**src/rtl/srcb_pkg.sv**
```systemverilog
`default_nettype none

package srcb_pkg;

    localparam int HISTORY_DEPTH = 64;
    localparam int PRICE_BITS    = 32;

    localparam int WIN_W      = 6;
    localparam int CELLS      = HISTORY_DEPTH - 1;
    localparam int IDX_W      = $clog2(CELLS);
    localparam int SUM_W      = PRICE_BITS + $clog2(HISTORY_DEPTH);
    localparam int CNT_W      = $clog2(HISTORY_DEPTH + 1);
    localparam int PROD_W     = SUM_W + WIN_W;
    localparam int PROFIT_W   = 48;
    localparam int IN_TDATA_W = ((PRICE_BITS + 7) / 8) * 8;
    localparam int OUT_TDATA_W = 48;
    localparam int OUT_TUSER_W = 4;
    localparam int CFG_IDX_W  = 2;

    localparam logic [CFG_IDX_W-1:0] REG_SHORT = CFG_IDX_W'(0);
    localparam logic [CFG_IDX_W-1:0] REG_LONG  = CFG_IDX_W'(1);
    localparam logic [CFG_IDX_W-1:0] REG_RSI   = CFG_IDX_W'(2);

    localparam logic [WIN_W-1:0] SHORT_RESET = WIN_W'(5);
    localparam logic [WIN_W-1:0] LONG_RESET  = WIN_W'(20);
    localparam logic [WIN_W-1:0] RSI_RESET   = WIN_W'(14);

    typedef enum logic [1:0] {
        TRADE_NONE  = 2'd0,
        TRADE_ENTER = 2'd1,
        TRADE_EXIT  = 2'd2
    } trade_t;

    // prefix sums held by one chain cell
    typedef struct packed {
        logic [SUM_W-1:0] psum;
        logic [SUM_W-1:0] gsum;
        logic [SUM_W-1:0] lsum;
    } cell_t;

    typedef struct packed {
        logic                  restart;
        logic                  decided;
        logic [PRICE_BITS-1:0] price;
        logic [PROD_W-1:0]     lhs;
        logic [PROD_W-1:0]     rhs;
        logic                  rsi_ok;
    } dec_in_t;

    typedef struct packed {
        trade_t                      trade;
        logic                        holding;
        logic signed [PROFIT_W-1:0]  profit;
        logic                        warmed;
    } dec_out_t;

    function automatic logic [WIN_W-1:0] clamp_window(input logic [WIN_W-1:0] w);
        logic [WIN_W-1:0] r;
        r = w;
        if (w == '0) begin
            r = WIN_W'(1);
        end else if (int'(w) > HISTORY_DEPTH - 1) begin
            r = WIN_W'(HISTORY_DEPTH - 1);
        end
        return r;
    endfunction

endpackage

`default_nettype wire

```
**src/rtl/srcb_decide.sv**
```systemverilog
`default_nettype none

module srcb_decide
    import srcb_pkg::*;
(
    input  wire logic    aclk,
    input  wire logic    aresetn,
    input  wire logic    en,
    input  wire logic    in_valid,
    input  wire dec_in_t din,
    output logic         out_valid,
    output dec_out_t     dout
);

    localparam logic signed [PROFIT_W-1:0] PROFIT_MAX = {1'b0, {(PROFIT_W-1){1'b1}}};
    localparam logic signed [PROFIT_W-1:0] PROFIT_MIN = {1'b1, {(PROFIT_W-1){1'b0}}};

    logic                       valid_reg;
    logic                       open_reg,   open_next;
    logic [PRICE_BITS-1:0]      entry_reg,  entry_next;
    logic signed [PROFIT_W-1:0] profit_reg, profit_next;
    dec_out_t                   out_reg,    out_next;

    logic                       open_cur;
    logic [PRICE_BITS-1:0]      entry_cur;
    logic signed [PROFIT_W-1:0] profit_cur;
    logic                       above, below;
    logic signed [PRICE_BITS:0] diff;
    logic signed [PROFIT_W:0]   sum_ext;
    logic signed [PROFIT_W-1:0] sum_sat;
    trade_t                     trade;

    always_comb begin
        open_cur   = din.restart ? 1'b0 : open_reg;
        entry_cur  = din.restart ? '0 : entry_reg;
        profit_cur = din.restart ? '0 : profit_reg;

        above = din.lhs > din.rhs;
        below = din.lhs < din.rhs;

        diff    = $signed({1'b0, din.price}) - $signed({1'b0, entry_cur});
        sum_ext = $signed({profit_cur[PROFIT_W-1], profit_cur})
                + $signed({{(PROFIT_W-PRICE_BITS){diff[PRICE_BITS]}}, diff});
        if (sum_ext[PROFIT_W] != sum_ext[PROFIT_W-1]) begin
            sum_sat = sum_ext[PROFIT_W] ? PROFIT_MIN : PROFIT_MAX;
        end else begin
            sum_sat = sum_ext[PROFIT_W-1:0];
        end

        open_next   = open_cur;
        entry_next  = entry_cur;
        profit_next = profit_cur;
        trade       = TRADE_NONE;
        if (din.decided) begin
            if (!open_cur && above && din.rsi_ok) begin
                open_next  = 1'b1;
                entry_next = din.price;
                trade      = TRADE_ENTER;
            end else if (open_cur && below) begin
                open_next   = 1'b0;
                profit_next = sum_sat;
                trade       = TRADE_EXIT;
            end
        end

        out_next.trade   = trade;
        out_next.holding = open_next;
        out_next.profit  = profit_next;
        out_next.warmed  = din.decided;
    end

    always_ff @(posedge aclk) begin
        if (!aresetn) begin
            valid_reg  <= 1'b0;
            open_reg   <= 1'b0;
            entry_reg  <= '0;
            profit_reg <= '0;
        end else if (en) begin
            valid_reg <= in_valid;
            if (in_valid) begin
                open_reg   <= open_next;
                entry_reg  <= entry_next;
                profit_reg <= profit_next;
            end
        end
    end

    always_ff @(posedge aclk) begin
        if (en && in_valid) begin
            out_reg <= out_next;
        end
    end

    assign out_valid = valid_reg;
    assign dout      = out_reg;

endmodule

`default_nettype wire

```
**config.mk**
```make
export PLATFORM = sky130hd
export DESIGN_NAME = srcb_decide
export DESIGN_NICKNAME = d
export VERILOG_FILES = /design/src/rtl/srcb_pkg.sv /design/src/rtl/srcb_decide.sv
export SDC_FILE = /design/constraint.sdc
export NUM_CORES = 1
export LEC_CHECK = 0
export BUFFER_PORTS_ARGS = -buffer_cell sky130_fd_sc_hd__buf_2
export CAP_MARGIN = 20
export CORE_MARGIN = 1.5
export CORE_UTILIZATION = 50
export CTS_CLUSTER_SIZE = 30
export DETAILED_ROUTE_END_ITERATION = 8
export HOLD_SLACK_MARGIN = 0.05
export PLACE_DENSITY_LB_ADDON = 0.12
export SLEW_MARGIN = 20
export SYNTH_ARGS = -nofsm -noshare
export SYNTH_HDL_FRONTEND = slang
export SYNTH_SLANG_ARGS = --single-unit
```
**constraint.sdc**
```tcl
create_clock -name aclk -period 7.2 [get_ports aclk]
set_clock_uncertainty 0.1 [all_clocks]
set_input_delay 0.36 -clock aclk [delete_from_list [all_inputs] [get_ports aclk]]
set_output_delay 0.36 -clock aclk [all_outputs]
set_load 0.01 [all_outputs]
```
==> flow_metrics.tcl <==
set metrics [dict create \
    drtIter0Drc 562 \
    finalCritPeriodShare_pct 88.3 \
    cp-start-kind "register" \
    clkSinkCount 134 \
    clkTransAtPathRegs_ns 0.06 \
    cts_tree "built" \
    cts_max_path_buffers 2 \
    end_kind "register" \
    final_net_count 1714 \
    synthFlopType "dfxtp_1" \
    status "completed" \
    synth_top_cell_by_area "dfxtp_1" \
    final_area_um2 12900 \
    final_cell_mix "buf_2, ha_1, nand2_1" \
    final.min_clock_period_ns 6.36 \
    fin_cells 1754 \
    synthTopCellsByArea "dfxtp_1, edfxtp_1, ha_1" \
    insertion_delay_ns 0.44 \
    ant_nets 0 \
    fp-row-count 54 \
    synth_area_um2 11200 \
    p_leak_nw 5.96 \
    use_met2_pct 46.8 \
    num-fill-cells 2041 \
    num_vias 10113 \
    first_pass_iters 5 \
    drive_gt1_share_pct 18.2 \
    routedWlPerCell_um 17.4 \
    pin_count 180 \
    synth-seq-cells 134 \
    start_util_pct 51.1 \
    port_buffers 179 \
    dp.final_hpwl_um 23400 \
    crit_arrival_ns 6.45 \
    die_w_um 153 \
    slew_headroom_pct 36.5 \
    ys_warn_count 0 \
    grt-ovfl-total 0 \
    swShare_pct 29.9 \
    grt_busiest_layer "met2" \
    area_delta_synth_final_pct 15.1 \
    drv_slew 0 \
    postCtsHoldBufs 0 \
    yosysTopAreaCellShare_pct 14.7 \
    p_switching_w 0.000667 \
    globalRouteTotalUtil_pct 26.4 \
    n_antenna_cell 0 \
    path_class "reg -> reg" \
    gp_congestion 0.919 \
    final_common_cell "buf_2" \
    vias_per_cell 5.77 \
    setup-tns-final_ns 0 \
    grt_setup_unrepaired "no" \
    async_flop_share_pct 0 \
    largest_reg_flops 52 \
    hp-class "in -> reg" \
    synth_edf_count 52 \
    power_frac_comb_pct 20.1 \
    die_h_um 153 \
    synth_seq_area_share_pct 28.6 \
    max-vdd-ir-drop_uv 133 \
    drv_cap 0 \
    power_density_nw_per_um2 173 \
    clock-root-buffer "clkbuf_16" \
    p_seq_share_pct 35.9 \
    rrSetupSlack_ns 0.84 \
    grt_first_pass_wirelength_um 50200 \
    worst_slew_pin_slew_ns 0.952 \
    drc 0 \
    grt_pass1_vias 9992 \
    place_area_um2 12200 \
    intPower_w 0.00156 \
    synthDistinctLibCells 84 \
    cts_setup_buffers 0 \
    wirelength_um 30500 \
    p_clk_share_pct 43.9 \
    cts_resized 0 \
    use_met1_pct 32.6 \
    crit_required_ns 7.29 \
    die-area_um2 23300 \
    syn-instance-count 1310 \
    setup_viol 0 \
    avgSynthCellArea_um2 8.55 \
    grt_max_degree 45 \
    htreeDepth 4 \
    synth_nets 1563 \
    antenna_found_initial 0 \
    dp_cells 1722 \
    clock.fmax_ghz 0.157 \
    hold_viol 0 \
    grt_use_met3_pct 4.41 \
    core_area_um2 21900 \
    cts_buffers 17 \
    worstPathMaxFanout 16 \
]
path summary, 6_finish.rpt:
| check | startpoint | end | depth (start not counted) |
|---|---|---|---|
| max | entry_reg[0]$_SDFFE_PN0P_ | dout[42]$_DFFE_PP_ | 26 |
| min | din[101] | entry_reg[12]$_SDFFE_PN0P_ | 2 |
| max reg2reg | entry_reg[0]$_SDFFE_PN0P_ | dout[42]$_DFFE_PP_ | 26 |
| min reg2reg | profit_reg[5]$_SDFFE_PN0P_ | profit_reg[5]$_SDFFE_PN0P_ | 2 |
critical path, stage by stage, from the launching register on:
cell	delay (ns)
dfxtp_1	0.35
nor2b_1	0.20
ha_1	0.22
fa_1	0.23
nor2b_1	0.06
o21ai_0	0.18
a21boi_0	0.17
o31ai_1	0.23
nand3_1	0.22
a31oi_1	0.40
o21ai_0	0.20
o21a_1	0.21
o21ai_0	0.15
o2bb2ai_1	0.14
buf_4	0.26
ha_1	0.35
a21oi_1	0.31
o21ai_0	0.18
a31oi_1	0.28
o211ai_1	0.15
o21ai_0	0.20
a32o_1	0.23
o41ai_4	0.13
o21ai_4	0.33
buf_4	0.27
nor2_2	0.06
a221o_1	0.27
synth_stat cells (all sizes together) (12+ instances only):
| cell | n |
|---|---|
| a211oi | 13 |
| a21o | 77 |
| a21oi | 101 |
| a22o | 55 |
| a31oi | 12 |
| buf | 25 |
| clkbuf | 34 |
| dfxtp | 82 |
| edfxtp | 52 |
| ha | 124 |
| inv | 75 |
| nand2 | 122 |
| nand2b | 37 |
| nand3 | 24 |
| nand4 | 27 |
| nor2 | 78 |
| nor2b | 56 |
| nor3 | 16 |
| o21a | 13 |
| o21ai | 93 |
| o21bai | 12 |
| xnor2 | 49 |
| xor2 | 21 |
cells by family after synthesis:
| family | after synthesis | synth area share, % |
|---|---|---|
| AOI/OAI and AO/OA | 444 | 28.0 |
| xor gates and xnor gates | 70 | 5.54 |
| adders and majority gates | 127 | 14.3 |
| buffers and inverters | 134 | 5.26 |
| DFF | 134 | 28.6 |
| muxes | 3 | 0.279 |
| and+or+nand+nor | 398 | 18.0 |
area by class of cell:
class	count	area [um2]	area share, %
clock inverters	14	214	1.66
well taps	280	350	2.72
repair buffers	191	998	7.75
flip-flops and latches	134	3200	24.9
inverters	75	287	2.22
multi-input cells	1042	7410	57.5
clock buffers	18	429	3.33
routing by layer:
metal / share of wire [%] / vias up / wire length [um]
li1: - / 5103 / -
met1: 45 / 4721 / 13600
met2: 49 / 244 / 15000
met3: 4.0 / 45 / 1220
met4: 2.0 / 0 / 595
met5: 0 / - / 0
through the flow:
step                      setup WS [ns]  total power, W  utilization [%]  hold WS, ns
after floorplan                    1.05         0.00113                -        0.334
after global placement            0.559         0.00126             55.9        0.348
after detailed placement          0.563         0.00126             55.9        0.355
after CTS                         0.909         0.00224             58.9       0.0511
after global routing              0.372         0.00232             58.9       0.0544
final                             0.842         0.00223             58.9       0.0604
power by group through the flow:
stage	registers [W]	clock network [W]	logic, W
2_1_floorplan	0.000823	0	0.000308
3_3_place_gp	0.000818	0	0.000444
3_5_place_dp	0.000818	0	0.000446
4_1_cts	0.000802	0.000989	0.000449
5_1_grt	0.000802	0.00102	0.000500
6_report	0.000801	0.000979	0.000449
No activity file was read; power rests on OpenSTA's default activity.
